File: config.mk
export PLATFORM = sky130hd
export DESIGN_NAME = periodic_task_tick_scheduler_core_flat
export DESIGN_NICKNAME = d
export VERILOG_FILES = /design/src/rtl/ptts_pkg.sv /design/src/rtl/ptts_req_if.sv /design/src/rtl/ptts_rsp_if.sv /design/src/rtl/ptts_ctrl.sv /design/src/rtl/ptts_dpath.sv /design/src/rtl/periodic_task_tick_scheduler_core.sv /design/src/flat_wrapper.sv
export SDC_FILE = /design/constraint.sdc
export NUM_CORES = 1
export LEC_CHECK = 0
export ABC_AREA = 1
export BUFFER_PORTS_ARGS = -buffer_cell sky130_fd_sc_hd__buf_2
export CORE_ASPECT_RATIO = 1.75
export CORE_MARGIN = 2
export CORE_UTILIZATION = 42
export DETAILED_ROUTE_END_ITERATION = 8
export SETUP_SLACK_MARGIN = 0.02
export SLEW_MARGIN = 20
export SYNTH_ARGS = -nofsm -noshare
export SYNTH_HDL_FRONTEND = slang
export SYNTH_SLANG_ARGS = --single-unit
File: constraint.sdc
create_clock -name clk -period 3.9 [get_ports clk]
set_clock_uncertainty 0.2 [all_clocks]
set_input_delay 0.78 -clock clk [delete_from_list [all_inputs] [get_ports clk]]
set_output_delay 0.78 -clock clk [all_outputs]
set_load 0.02 [all_outputs]
File: src/rtl/ptts_pkg.sv
// ----------------------------------------------------------------------------
// ptts_pkg
// Shared types and codes of the periodic task tick scheduler.
// ----------------------------------------------------------------------------
`default_nettype none

package ptts_pkg;

  // Request kinds
  localparam logic KIND_CREATE = 1'b0;
  localparam logic KIND_TICK   = 1'b1;

  // Create status codes
  localparam logic [1:0] ST_OK        = 2'd0;
  localparam logic [1:0] ST_BAD_SLOT  = 2'd1;
  localparam logic [1:0] ST_NULL_TASK = 2'd2;
  localparam logic [1:0] ST_TAKEN     = 2'd3;

  // Field widths
  localparam int SLOT_W   = 8;
  localparam int PERIOD_W = 16;
  localparam int DELAY_W  = 8;
  localparam int STATUS_W = 2;
  localparam int FSLOT_W  = 3;

  // Fires reported per tick
  localparam int MAX_RESULTS = 8;
  localparam int FIRE_CNT_W  = $clog2(MAX_RESULTS + 1);

  // Controller to datapath commands
  typedef struct packed {
    logic create;       // accepted create word: check, write, capture status
    logic tick_start;   // accepted tick word: rewind the walk
    logic walk;         // walk the slot table
    logic emit_create;  // load the create reply into the output register
    logic emit_final;   // load the final tick result into the output register
  } ptts_cmd_t;

  // Datapath to controller status
  typedef struct packed {
    logic walk_done;    // every slot read and processed
    logic out_free;     // output register can take a word this cycle
  } ptts_stat_t;

endpackage

`default_nettype wire

File: src/rtl/ptts_req_if.sv
// ----------------------------------------------------------------------------
// ptts_req_if
// Request channel: create and tick words with valid/ready handshake.
// ----------------------------------------------------------------------------
`default_nettype none

interface ptts_req_if;
  logic                          valid;
  logic                          ready;
  logic                          kind;
  logic [ptts_pkg::SLOT_W-1:0]   slot;
  logic                          handle_valid;
  logic [ptts_pkg::PERIOD_W-1:0] period;
  logic [ptts_pkg::DELAY_W-1:0]  first_delay;

  modport source (output valid, kind, slot, handle_valid, period, first_delay,
                  input ready);
  modport sink   (input valid, kind, slot, handle_valid, period, first_delay,
                  output ready);
endinterface

`default_nettype wire

File: src/rtl/ptts_rsp_if.sv
// ----------------------------------------------------------------------------
// ptts_rsp_if
// Response channel: create replies and tick results with valid/ready.
// ----------------------------------------------------------------------------
`default_nettype none

interface ptts_rsp_if;
  logic                          valid;
  logic                          ready;
  logic                          reply_kind;
  logic [ptts_pkg::STATUS_W-1:0] status;
  logic                          fired;
  logic [ptts_pkg::FSLOT_W-1:0]  fired_slot;
  logic                          last;

  modport source (output valid, reply_kind, status, fired, fired_slot, last,
                  input ready);
  modport sink   (input valid, reply_kind, status, fired, fired_slot, last,
                  output ready);
endinterface

`default_nettype wire

File: src/rtl/ptts_ctrl.sv
// ----------------------------------------------------------------------------
// ptts_ctrl
// Sequencer: takes one request word at a time and steps the datapath.
// ----------------------------------------------------------------------------
`default_nettype none

module ptts_ctrl (
  input  wire logic                 clk,
  input  wire logic                 rst,
  input  wire logic                 req_valid,
  input  wire logic                 req_kind,
  output logic                      req_ready,
  input  wire ptts_pkg::ptts_stat_t stat,
  output ptts_pkg::ptts_cmd_t       cmd
);
  import ptts_pkg::*;

  localparam logic [1:0] S_IDLE   = 2'd0;
  localparam logic [1:0] S_CREATE = 2'd1;
  localparam logic [1:0] S_WALK   = 2'd2;
  localparam logic [1:0] S_FINISH = 2'd3;

  logic [1:0] state;
  logic [1:0] state_next;
  logic       accept;

  assign req_ready = (state == S_IDLE);
  assign accept    = req_valid && req_ready;

  always_comb begin
    cmd.create      = accept && (req_kind == KIND_CREATE);
    cmd.tick_start  = accept && (req_kind == KIND_TICK);
    cmd.walk        = (state == S_WALK);
    cmd.emit_create = (state == S_CREATE) && stat.out_free;
    cmd.emit_final  = (state == S_FINISH) && stat.out_free;
  end

  always_comb begin
    state_next = state;
    case (state)
      S_IDLE: begin
        if (accept) begin
          state_next = (req_kind == KIND_CREATE) ? S_CREATE : S_WALK;
        end
      end
      S_CREATE: begin
        if (stat.out_free) state_next = S_IDLE;
      end
      S_WALK: begin
        if (stat.walk_done) state_next = S_FINISH;
      end
      S_FINISH: begin
        if (stat.out_free) state_next = S_IDLE;
      end
      default: begin
        state_next = S_IDLE;
      end
    endcase
  end

  always_ff @(posedge clk) begin
    if (rst) begin
      state <= S_IDLE;
    end else begin
      state <= state_next;
    end
  end

endmodule

`default_nettype wire

File: src/rtl/ptts_dpath.sv
// ----------------------------------------------------------------------------
// ptts_dpath
// Slot table, countdown walk pipeline, pending fire and output register.
// ----------------------------------------------------------------------------
`default_nettype none

module ptts_dpath #(
  parameter int NUM_SLOTS = 8
) (
  input  wire logic                          clk,
  input  wire logic                          rst,
  input  wire ptts_pkg::ptts_cmd_t           cmd,
  input  wire logic [ptts_pkg::SLOT_W-1:0]   slot,
  input  wire logic                          handle_valid,
  input  wire logic [ptts_pkg::PERIOD_W-1:0] period,
  input  wire logic [ptts_pkg::DELAY_W-1:0]  first_delay,
  output ptts_pkg::ptts_stat_t               stat,
  output logic                               rsp_valid,
  input  wire logic                          rsp_ready,
  output logic                               rsp_reply_kind,
  output logic [ptts_pkg::STATUS_W-1:0]      rsp_status,
  output logic                               rsp_fired,
  output logic [ptts_pkg::FSLOT_W-1:0]       rsp_fired_slot,
  output logic                               rsp_last
);
  import ptts_pkg::*;

  localparam int IW = (NUM_SLOTS > 1) ? $clog2(NUM_SLOTS) : 1;
  localparam int CW = $clog2(NUM_SLOTS + 1);

  // Slot table
  logic [NUM_SLOTS-1:0] slot_valid;
  logic [PERIOD_W-1:0]  per_mem [NUM_SLOTS];
  logic [PERIOD_W-1:0]  cnt_mem [NUM_SLOTS];

  // Create path
  logic [IW-1:0]       cr_idx;
  logic [STATUS_W-1:0] cr_status;
  logic [STATUS_W-1:0] status_q;

  // Walk pipeline
  logic [CW-1:0]         rd_cnt;
  logic                  issue;
  logic                  s1_vld;
  logic [IW-1:0]         s1_idx;
  logic [IW+FSLOT_W-1:0] s1_idx_ext;
  logic [PERIOD_W-1:0]   per_q;
  logic [PERIOD_W-1:0]   cnt_q;
  logic                  s1_live;
  logic                  s1_zero;
  logic                  fire_rep;
  logic                  stall;
  logic                  s1_go;
  logic [FIRE_CNT_W-1:0] fire_n;

  // Pending fire and output
  logic               pend_vld;
  logic [FSLOT_W-1:0] pend_slot;
  logic               out_free;
  logic               push;

  assign cr_idx = slot[IW-1:0];

  always_comb begin
    if ({1'b0, slot} >= (SLOT_W + 1)'(NUM_SLOTS)) begin
      cr_status = ST_BAD_SLOT;
    end else if (!handle_valid) begin
      cr_status = ST_NULL_TASK;
    end else if (slot_valid[cr_idx]) begin
      cr_status = ST_TAKEN;
    end else begin
      cr_status = ST_OK;
    end
  end

  assign out_free = !rsp_valid || rsp_ready;

  assign s1_live    = s1_vld && slot_valid[s1_idx];
  assign s1_zero    = (cnt_q == '0);
  assign fire_rep   = cmd.walk && s1_live && s1_zero
                      && (fire_n < FIRE_CNT_W'(MAX_RESULTS));
  assign stall      = fire_rep && pend_vld && !out_free;
  assign s1_go      = cmd.walk && s1_live && !stall;
  assign issue      = cmd.walk && !stall && (rd_cnt != CW'(NUM_SLOTS));
  assign push       = fire_rep && !stall && pend_vld;
  assign s1_idx_ext = (IW + FSLOT_W)'(s1_idx);

  assign stat.walk_done = (rd_cnt == CW'(NUM_SLOTS)) && !s1_vld;
  assign stat.out_free  = out_free;

  // Table memories: one read address, registered read data
  always_ff @(posedge clk) begin
    if (issue) begin
      per_q <= per_mem[rd_cnt[IW-1:0]];
      cnt_q <= cnt_mem[rd_cnt[IW-1:0]];
    end
    if (cmd.create && (cr_status == ST_OK)) begin
      per_mem[cr_idx] <= period;
      cnt_mem[cr_idx] <= PERIOD_W'(first_delay);
    end else if (s1_go) begin
      cnt_mem[s1_idx] <= s1_zero ? per_q : PERIOD_W'(cnt_q - PERIOD_W'(1));
    end
  end

  // Control state
  always_ff @(posedge clk) begin
    if (rst) begin
      slot_valid <= '0;
      rd_cnt     <= '0;
      s1_vld     <= 1'b0;
      fire_n     <= '0;
      pend_vld   <= 1'b0;
      rsp_valid  <= 1'b0;
    end else begin
      if (cmd.create && (cr_status == ST_OK)) begin
        slot_valid[cr_idx] <= 1'b1;
      end
      if (cmd.tick_start) begin
        rd_cnt <= '0;
        fire_n <= '0;
      end else begin
        if (issue) rd_cnt <= CW'(rd_cnt + CW'(1));
        if (fire_rep && !stall) fire_n <= FIRE_CNT_W'(fire_n + FIRE_CNT_W'(1));
      end
      if (cmd.walk && !stall) begin
        s1_vld <= issue;
      end
      if (fire_rep && !stall) begin
        pend_vld <= 1'b1;
      end else if (cmd.emit_final) begin
        pend_vld <= 1'b0;
      end
      if (push || cmd.emit_create || cmd.emit_final) begin
        rsp_valid <= 1'b1;
      end else if (rsp_ready) begin
        rsp_valid <= 1'b0;
      end
    end
  end

  // Payload
  always_ff @(posedge clk) begin
    if (cmd.create) begin
      status_q <= cr_status;
    end
    if (cmd.walk && !stall) begin
      s1_idx <= rd_cnt[IW-1:0];
    end
    if (fire_rep && !stall) begin
      pend_slot <= s1_idx_ext[FSLOT_W-1:0];
    end
    if (push) begin
      rsp_reply_kind <= KIND_TICK;
      rsp_status     <= ST_OK;
      rsp_fired      <= 1'b1;
      rsp_fired_slot <= pend_slot;
      rsp_last       <= 1'b0;
    end else if (cmd.emit_create) begin
      rsp_reply_kind <= KIND_CREATE;
      rsp_status     <= status_q;
      rsp_fired      <= 1'b0;
      rsp_fired_slot <= '0;
      rsp_last       <= 1'b1;
    end else if (cmd.emit_final) begin
      rsp_reply_kind <= KIND_TICK;
      rsp_status     <= ST_OK;
      rsp_fired      <= pend_vld;
      rsp_fired_slot <= pend_vld ? pend_slot : '0;
      rsp_last       <= 1'b1;
    end
  end

endmodule

`default_nettype wire

File: src/rtl/periodic_task_tick_scheduler_core.sv
// ----------------------------------------------------------------------------
// periodic_task_tick_scheduler_core
// Time-triggered cooperative task scheduler with a priority-indexed slot table.
// ----------------------------------------------------------------------------
// The block keeps NUM_SLOTS task slots. A create word (kind 0) claims a slot
// with a period and a first delay and gets one status reply: ok, bad slot,
// null task or slot taken. A tick word (kind 1) walks every slot in index
// order; a valid slot whose countdown is zero fires and reloads its period,
// any other valid slot counts down. Each firing slot gives one result word,
// the final one marked last; a tick with no fire gives one non-fire word
// marked last. At most eight fires are reported per tick, though every slot
// still reloads. Requests are taken one at a time. A create checks and
// writes the slot on accept, then loads its reply. A tick accepts the word,
// reads the slots in turn, finishes the last slot, sees the walk done and
// loads the final word. The period and countdown tables sit in a memory with
// one read port, read one slot per cycle while the walk is not paused, with
// a registered read, and written back after the read. The walk pauses when
// a second fire is found while the response channel still holds a word.
// Valid marks are flip-flops cleared by reset, so there is no clearing pass
// and the block takes requests right after reset.
// ----------------------------------------------------------------------------
`default_nettype none

module periodic_task_tick_scheduler_core #(
  parameter int NUM_SLOTS = 8
) (
  input wire logic clk,
  input wire logic rst,
  ptts_req_if.sink   req,
  ptts_rsp_if.source rsp
);
  import ptts_pkg::*;

  ptts_cmd_t  cmd;
  ptts_stat_t stat;

  // Sequencer: owns the request handshake
  ptts_ctrl u_ctrl (
    .clk       (clk),
    .rst       (rst),
    .req_valid (req.valid),
    .req_kind  (req.kind),
    .req_ready (req.ready),
    .stat      (stat),
    .cmd       (cmd)
  );

  // Datapath: slot table, walk and the response register
  ptts_dpath #(
    .NUM_SLOTS (NUM_SLOTS)
  ) u_dpath (
    .clk            (clk),
    .rst            (rst),
    .cmd            (cmd),
    .slot           (req.slot),
    .handle_valid   (req.handle_valid),
    .period         (req.period),
    .first_delay    (req.first_delay),
    .stat           (stat),
    .rsp_valid      (rsp.valid),
    .rsp_ready      (rsp.ready),
    .rsp_reply_kind (rsp.reply_kind),
    .rsp_status     (rsp.status),
    .rsp_fired      (rsp.fired),
    .rsp_fired_slot (rsp.fired_slot),
    .rsp_last       (rsp.last)
  );

  // An accepted word keeps the block busy for at least the next cycle
  a_busy_after_accept : assert property (@(posedge clk) disable iff (rst)
    req.valid && req.ready |=> !req.ready)
    else $error("request taken while previous one still in flight");

  // Replies load only into a free output register
  a_emit_needs_room : assert property (@(posedge clk) disable iff (rst)
    (cmd.emit_create || cmd.emit_final) |-> stat.out_free)
    else $error("reply loaded over an untaken response word");

  // A create reply is always the sole, final word of its request
  a_create_reply_last : assert property (@(posedge clk) disable iff (rst)
    rsp.valid && (rsp.reply_kind == KIND_CREATE) |-> rsp.last && !rsp.fired)
    else $error("create reply not marked last or marked fired");

  // No new request while the walk is still running
  a_walk_blocks_req : assert property (@(posedge clk) disable iff (rst)
    cmd.walk |-> !req.ready)
    else $error("request port open during a tick walk");

endmodule

`default_nettype wire
File: src/flat_wrapper.sv
// flat-port wrapper written by rule: the top's interface ports become plain ports
module periodic_task_tick_scheduler_core_flat import ptts_pkg::*;
#(
  parameter int NUM_SLOTS = 8
)
  (clk, rst, req_valid, req_kind, req_slot, req_handle_valid, req_period, req_first_delay, req_ready, rsp_valid, rsp_reply_kind, rsp_status, rsp_fired, rsp_fired_slot, rsp_last, rsp_ready);
  ptts_req_if req_i ();
  ptts_rsp_if rsp_i ();
  input wire logic clk;
  input wire logic rst;
  input wire logic [$bits(req_i.valid)-1:0] req_valid;
  input wire logic [$bits(req_i.kind)-1:0] req_kind;
  input wire logic [$bits(req_i.slot)-1:0] req_slot;
  input wire logic [$bits(req_i.handle_valid)-1:0] req_handle_valid;
  input wire logic [$bits(req_i.period)-1:0] req_period;
  input wire logic [$bits(req_i.first_delay)-1:0] req_first_delay;
  output wire logic [$bits(req_i.ready)-1:0] req_ready;
  output wire logic [$bits(rsp_i.valid)-1:0] rsp_valid;
  output wire logic [$bits(rsp_i.reply_kind)-1:0] rsp_reply_kind;
  output wire logic [$bits(rsp_i.status)-1:0] rsp_status;
  output wire logic [$bits(rsp_i.fired)-1:0] rsp_fired;
  output wire logic [$bits(rsp_i.fired_slot)-1:0] rsp_fired_slot;
  output wire logic [$bits(rsp_i.last)-1:0] rsp_last;
  input wire logic [$bits(rsp_i.ready)-1:0] rsp_ready;
  assign req_i.valid = req_valid;
  assign req_i.kind = req_kind;
  assign req_i.slot = req_slot;
  assign req_i.handle_valid = req_handle_valid;
  assign req_i.period = req_period;
  assign req_i.first_delay = req_first_delay;
  assign req_ready = req_i.ready;
  assign rsp_valid = rsp_i.valid;
  assign rsp_reply_kind = rsp_i.reply_kind;
  assign rsp_status = rsp_i.status;
  assign rsp_fired = rsp_i.fired;
  assign rsp_fired_slot = rsp_i.fired_slot;
  assign rsp_last = rsp_i.last;
  assign rsp_i.ready = rsp_ready;
  periodic_task_tick_scheduler_core #(.NUM_SLOTS(NUM_SLOTS)) u_core (.clk(clk), .rst(rst), .req(req_i), .rsp(rsp_i));
endmodule
# --- After elaboration in Yosys (flattened, before gate mapping) ---
# Memory sizes are Yosys's and may differ from the RTL's. A register that Yosys moved wholly into a read port is not among the register bits.
# Cells that the tools add are included.
totals:
  wordCells: 110
  out_inout_bits: 10
  n_memories: 2
  ramBits: 256
  register_bits: 37
memory_table:
  columns: ["name", "words", "width", "rd", "rd_ports_with_merged_regs", "write_ports", "line", "rtl"]
  rows:
  - ["u_core.u_dpath.cnt_mem", 8, 16, 1, 1, 1, "ptts_dpath.sv:34", "logic [PERIOD_W-1:0] cnt_mem [NUM_SLOTS];"]
  - ["u_core.u_dpath.per_mem", 8, 16, 1, 1, 1, "ptts_dpath.sv:33", "logic [PERIOD_W-1:0] per_mem [NUM_SLOTS];"]
op_classes:
  n_addsub: 3
  magnitude_cmp: 5
  n_mux: 38
  eq_ne: 8
  n_bitwise: 2
  n_reduce_logical: 37
op_table:
  columns: ["operator", "n"]
  rows:
  - ["$mux W16", 2]
  - ["$logic_and A1 B1 Y1", 19]
  - ["$mux W1", 18]
  - ["$mux W2", 9]
  - ["$logic_not A16 Y1", 1]
  - ["$reduce_or A16 Y1", 1]
  - ["$sub A16 B1 Y16 const B", 1]
  - ["$mux W3", 5]
  - ["$add A4 B1 Y4 const B", 2]
  - ["$ge A8 B4 Y1 const B", 1]
  - ["$lt A3 B4 Y1 const B", 2]
  - ["$or A8 B8 Y8", 1]
  - ["$bmux W1 S3", 2]
  - ["$ne A2 B1 Y1 const B", 3]
  - ["$pmux W2 S3", 1]
  - ["$reduce_bool A2 Y1", 3]
  - ["$eq A2 B2 Y1 const B", 2]
  - ["$eq A4 B4 Y1 const B", 1]
  - ["$logic_not A1 Y1", 4]
  - ["$logic_not A2 Y1", 2]
  - ["$lt A4 B4 Y1 const B", 1]
  - ["$ne A4 B4 Y1 const B", 1]
  - ["$reduce_or A2 Y1", 2]
  - ["$demux W1 S3", 1]
  - ["other kinds (6)", 8]

# --- Logic depth before layout (Yosys ltp) ---
logic_depth:
  ltp_word: 15
  mapped_depth: 12
  ltp_nobuf: 11

# --- Hierarchy ---
# Synthesis repeated with hierarchy kept, for this count alone.
unflattened:
  cells_unflattened: 1164
  hier_area_um2: 13514.2
by_module_without_submodules:
  columns: ["module", "area_per_inst_um2", "cells_per_inst", "n_inst", "seq_area_each_um2"]
  rows:
  - ["ptts_dpath", 13314.0, 1128, 1, 9459.1]
  - ["ptts_ctrl", 200.2, 36, 1, 40.0]

# --- Least setup slack after synthesis ---
# Ideal clock, no wire load.
synth_path:
  path_type: "input to register"
  from: "input req_slot[0]"
  to: "memory u_core.u_dpath.cnt_mem[2][0], enable pin"
  t_required_ns: 3.312
  arrival_ns: 2.524
  path_slack_ns: 0.788
  setup_ns: 0.388
  path_stages: 10
  n_path_buf: 1
  path_cell_list: "buf_2 inv_1 nor3_1 nand2_1 nand2_1 nor2_1 nand4_2 nand2_1 nand3_1 nor2_1"
synth_between:
  elab_chain_len: 11
  word_cells_on_any_way: 15
  classes_between: "1 x order compare; 11 x mux; 3 x reduce/logical"
synth_rtl:
  columns: ["item", "line", "rtl"]
  rows:
  - ["from (decl)", "flat_wrapper.sv:13", "input wire logic [$bits(req_i.slot)-1:0] req_slot;"]
  - ["$bmux W1 S3", "ptts_dpath.sv:69", "end else if (slot_valid[cr_idx]) begin"]
  - ["$mux W1 (implied by the code)", "ptts_dpath.sv:69", null]
  - ["$mux W2", "ptts_dpath.sv:69", null]
  - ["$mux W2", "ptts_dpath.sv:67", "end else if (!handle_valid) begin"]
  - ["$mux W2", "ptts_dpath.sv:65", "if ({1'b0, slot} >= (SLOT_W + 1)'(NUM_SLOTS)) begin"]
  - ["$logic_not A2 Y1", "ptts_dpath.sv:97", "if (cmd.create && (cr_status == ST_OK)) begin"]
  - ["$logic_and A1 B1 Y1", "ptts_dpath.sv:97", null]
  - ["$mux W1", "ptts_dpath.sv:97", null]
  - ["$mux W1", "ptts_dpath.sv:101", "cnt_mem[s1_idx] <= s1_zero ? per_q : PERIOD_W'(cnt_q - PERIOD_W'(1));"]
  - ["$reduce_or A16 Y1 (no line)", null, null]
  - ["$mux W3 (no line) / $mux W1 (equally long branches)", null, null]
  - ["to (decl)", "ptts_dpath.sv:34", null]
# Several ways; a longest one is shown, not always the timed one. The select of a mux whose other input is x is not followed.

# --- Final worst setup path ---
layout_path:
  from: "register u_core.u_dpath.cnt_q[10] (read register of u_core.u_dpath.cnt_mem)"
  to: "register u_core.u_dpath.per_q[2] (read register of u_core.u_dpath.per_mem), enable pin"
layout_between:
  elab_chain_len: 8
layout_rtl:
  columns: ["item", "line", "rtl"]
  rows:
  - ["from (decl)", "ptts_dpath.sv:48", "logic [PERIOD_W-1:0] cnt_q;"]
  - ["$logic_not A16 Y1", "ptts_dpath.sv:79", "assign s1_zero = (cnt_q == '0);"]
  - ["$logic_and A1 B1 Y1", "ptts_dpath.sv:80", "assign fire_rep = cmd.walk && s1_live && s1_zero"]
  - ["$logic_and A1 B1 Y1", "ptts_dpath.sv:81", "&& (fire_n < FIRE_CNT_W'(MAX_RESULTS));"]
  - ["$logic_and A1 B1 Y1 (2 in series)", "ptts_dpath.sv:82", "assign stall = fire_rep && pend_vld && !out_free;"]
  - ["$logic_not A1 Y1", "ptts_dpath.sv:84", "assign issue = cmd.walk && !stall && (rd_cnt != CW'(NUM_SLOTS));"]
  - ["$logic_and A1 B1 Y1 (2 in series)", "ptts_dpath.sv:84", null]
  - ["net u_core.u_dpath.issue", "ptts_dpath.sv:43", "logic issue;"]
  - ["to (decl)", "ptts_dpath.sv:47", "logic [PERIOD_W-1:0] per_q;"]
# The timed path passes the listed nets, and every way through them passes these cells.
# A chain may end at the register's enable or synchronous reset.

==> results_tabular.tex <==
\begin{tabular}{lr}
\hline
Metric & Value \\
\hline
\multicolumn{2}{l}{\textbf{Outcome}} \\
\quad Run status & completed \\
\multicolumn{2}{l}{\textbf{Critical path}} \\
\quad Number of cells traversed by the worst register-to-register path & 7 \\
\quad Largest stage delay on the critical path & 0.56 ns \\
\quad CP Data Arrival Time & 3.08 ns \\
\quad Critical Setup Path Class & reg -> reg \\
\quad Endpoint class of the critical path & register \\
\quad Required time reported for the critical path endpoint & 3.97 ns \\
\quad Crit-path slowest cell & nand4\_1 \\
\quad Critical R2R Launch & u\_core.u\_dpath.cnt\_q[10] \\
\quad Reg-to-reg critical path endpoint & u\_core.u\_dpath.per\_q[2] \\
\quad Worst Path Max Fanout & 33 \\
\quad Critical path cell sequence & nor2\_1, nand4\_1, nor2\_2, nand3\_4, nand2\_2, inv\_1, buf\_4 \\
\quad CP startpoint kind & register \\
\quad Register-to-register setup slack & 0.89 ns \\
\multicolumn{2}{l}{\textbf{Floorplanning}} \\
\quad Initial Utilization & 0.4258 \\
\quad Die Outline Area & 0.03335 mm\^{}2 \\
\quad Vert. Die Dim & 240.1 um \\
\quad \# rows & 86 \\
\quad I/O Pins & 48 \\
\quad Total core area & 0.03142 mm\^{}2 \\
\quad Die W & 138.9 um \\
\multicolumn{2}{l}{\textbf{Place}} \\
\quad Count of buffers inserted at the top-level ports & 47 \\
\quad Placed wire-length estimate & 20.04 mm \\
\quad Final estimated routing congestion in global placement & 0.8912 \\
\multicolumn{2}{l}{\textbf{Final layout}} \\
\quad Most common library cell in the layout ignoring fill and taps & edfxtp\_1 \\
\quad Antenna diode count & 0 \\
\quad Commonest cells after routing, fill and taps aside & edfxtp\_1, nor2\_1, o21ai\_0, nand2\_1, inv\_1 \\
\quad Filler cell count & 2869 \\
\quad Synth-to-layout area growth & 12.26\% \\
\quad Number of nets in the layout & 1263 \\
\quad Share of layout cells above drive strength 1 & 0.1327 \\
\quad Final core utilization & 0.4780 \\
\multicolumn{2}{l}{\textbf{Synthesis}} \\
\quad Netlist area before placement & 0.01338 mm\^{}2 \\
\quad Ys flop type & edfxtp\_1 \\
\quad Distinct cell type count after synthesis & 34 \\
\quad Register bit count reported by yosys & 325 \\
\quad Ys Warns & 0 \\
\quad Number of synthesized flops with an enable pin & 299 \\
\quad Sequential cell area fraction in the yosys report & 0.7101 \\
\quad Net Count, Synth & 1211 \\
\quad Cells after Synth & 1169 \\
\quad Async SR Flop Fraction & 0 \\
\quad Mean Syn Cell Area & 11.44 um\^{}2 \\
\multicolumn{2}{l}{\textbf{CTS}} \\
\quad H-tree levels & 1 \\
\quad Sinks on Clock Net & 325 \\
\quad Post-CTS Repair Setup Buffers & 0 \\
\quad Insertion delay to the later sink of the worst-skew pair & 0.57 ns \\
\quad TritonCTS clock tree & built \\
\quad Number of buffers added to fix hold violations after cts & 0 \\
\quad Total CTS buffers & 29 \\
\quad Clock input transition at the sequential cells of the worst setup and hold paths & 0.07 ns \\
\quad CTS max path bufs & 3 \\
\quad Cell chosen for the clock root & clkbuf\_16 \\
\quad Post-cts gate resize count & 0 \\
\multicolumn{2}{l}{\textbf{Routing}} \\
\quad Routed length per instance & 18.88 um \\
\quad Number of vias in the routed layout & 8740 \\
\quad Routed vias/inst & 5.333 \\
\quad 1st-iter DRT viols & 588 \\
\quad Number of nets with antenna violations after detailed routing & 0 \\
\quad Detailed-route DRC error count & 0 \\
\quad Total detailed-routing wirelength & 30.94 mm \\
\quad Number of detailed-route iterations in the first pass & 5 \\
\multicolumn{2}{l}{\textbf{STA}} \\
\quad Fin crit share & 0.7712 \\
\quad Final min period & 3.008 ns \\
\quad Actual slew at the worst max-slew pin & 0.7757 ns \\
\quad RSZ-0062 raised after global routing & false \\
\quad Normalized max-slew margin & 0.4810 \\
\quad Fin. Hold Viols & 0 \\
\quad \# setup viols final & 0 \\
\quad Post-route setup TNS & 0 ns \\
\quad F\_max & 0.3325 GHz \\
\quad Count of final max-slew check failures & 0 \\
\multicolumn{2}{l}{\textbf{Global route}} \\
\quad Global routing usage on met3 & 0.01792 \\
\quad Met1 Use GR & 0.2031 \\
\quad Vias in the first global route & 8787 \\
\quad Highest-utilization routing layer at the global route stage & met2 \\
\quad First-pass GRT wire length & 48.32 mm \\
\quad Met2 track demand over resource in global routing & 0.3698 \\
\quad Global route total overflow & 0 \\
\quad Number of antenna violations at the first check in global routing & 0 \\
\quad Pin count of the biggest net entering global routing & 130 \\
\quad Overall global routing resource usage & 0.1866 \\
\multicolumn{2}{l}{\textbf{Min path}} \\
\quad Class of the worst hold path & reg -> reg \\
\quad Source of the worst hold timing path & u\_core.u\_dpath.s1\_vld \\
\quad Instance count along the most critical hold path & 2 \\
\quad Worst min-delay path endpoint & u\_core.u\_dpath.s1\_vld \\
\multicolumn{2}{l}{\textbf{Power and ir drop}} \\
\quad Power consumption & 8.845 mW \\
\quad Static leakage & 5.357 nW \\
\quad VDD IR max & 0.0003953 V \\
\quad Pwr dens & 588.9 mW/mm\^{}2 \\
\multicolumn{2}{l}{\textbf{Flow run}} \\
\quad Max-cap violations & 0 \\
\hline
\end{tabular}
synth_stat cells (2+ instances only):
library cell	instances	area (um^2)
inv_2	4	15.01
o21ai_0	147	735.7
clkbuf_1	50	187.7
xnor2_1	3	26.28
edfxtp_1	299	8979
o31ai_1	2	15.01
o2111ai_1	2	17.52
nor2_2	9	56.30
o22ai_1	32	200.2
nand3_1	28	140.1
nor2_1	292	1096
ha_1	4	50.05
nand2_2	3	18.77
nor2_4	2	22.52
nand2_1	104	390.4
a21oi_1	16	80.08
a31oi_1	33	206.5
nor3_1	12	60.06
xor2_1	7	61.31
inv_1	62	232.7
buf_6	2	22.52
nand3_2	2	20.02
o211ai_1	7	52.55
dfxtp_1	26	520.5
buf_2	6	30.03
nand4_1	7	43.79
kinds of logic (layout without fill, tap and decap cells):
family | Yosys count | after routing | synth area share
xor+xnor | 10 | 10 | 0.006547
buf+inv | 124 | 198 | 0.03648
compound gates | 243 | 243 | 0.1007
simple gates | 463 | 463 | 0.1424
flops | 325 | 325 | 0.7101
fa+ha+maj | 4 | 4 | 0.003741
power by group:
| group | switching [mW] | internal, mW |
|---|---|---|
| Sequential | 0.168 | 4.09 |
| Combinational | 1.38 | 0.594 |
| Clock | 1.25 | 1.37 |
| Total | 2.79 | 6.05 |
state kept, by name, summed over array words and instances, names as in the netlist, 2 cells and up:
| register | count |
|---|---|
| u_core.u_dpath.status_q | 2 |
| u_core.u_dpath.cnt_mem | 128 |
| u_core.u_dpath.rsp_fired_slot | 3 |
| u_core.u_dpath.per_q | 16 |
| u_core.u_dpath.per_mem | 128 |
| u_core.u_dpath.fire_n | 4 |
| u_core.u_dpath.rsp_status | 2 |
| u_core.u_dpath.slot_valid | 8 |
| u_core.u_dpath.rd_cnt | 4 |
| u_core.u_ctrl.state | 2 |
| u_core.u_dpath.pend_slot | 3 |
| u_core.u_dpath.cnt_q | 16 |
| u_core.u_dpath.s1_idx | 3 |
worst max-delay path, delay by kind of cell, from the launching register on:
| kind | cells | cell delay [ns] |
|---|---|---|
| buf+inv | 2 | 0.31 |
| flops | 1 | 0.47 |
| simple gates | 5 | 1.70 |
how the worst max path moves through the flow:
stage	from	end	cells after the start	slack (ns)
final	u_core.u_dpath.cnt_q[10]	u_core.u_dpath.per_q[2]	7	0.89
after global placement	req_slot[1]	u_core.u_dpath.cnt_mem[4][8]	11	0.79
after CTS	u_core.u_dpath.s1_idx[0]	u_core.u_dpath.cnt_mem[5][0]	12	0.92
after floorplan	req_slot[0]	u_core.u_dpath.cnt_mem[2][0]	10	0.79
after detailed placement	rsp_ready	u_core.u_dpath.cnt_mem[5][11]	11	0.78
after global routing	u_core.u_dpath.cnt_q[0]	u_core.u_dpath.rd_cnt[1]	12	0.63
cell type report:
class / count / area (um^2) / share of cell area
clock buffers: 36 / 752.0 / 0.05007
clock inverters: 17 / 98.84 / 0.006582
inverters: 66 / 249.0 / 0.01658
multi-input cells: 720 / 3431 / 0.2284
flip-flops and latches: 325 / 9504 / 0.6328
well taps: 396 / 495.5 / 0.03299
repair buffers: 79 / 488.0 / 0.03249
layer usage:
layer  vias up  part of all wire  routed length (um)
met5         -                 0                   0
met4         0             0.027                 850
met3        56             0.035                1083
met2       195              0.56               17360
met1      4275              0.38               11650
li1       4214                 -                   -
metrics by stage:
step	setup WS [ns]	cells	hold slack (ns)	cell area [um^2]
floorplan	0.7880	1169	0.2391	13380
global placement	0.7924	1586	0.2572	14170
detailed placement	0.7762	1586	0.2711	14170
CTS	0.9239	1639	0.2669	15020
global route	0.6255	1639	0.2795	15020
finish	0.8925	1639	0.2741	15020
Power figures use the tool's default switching activity.
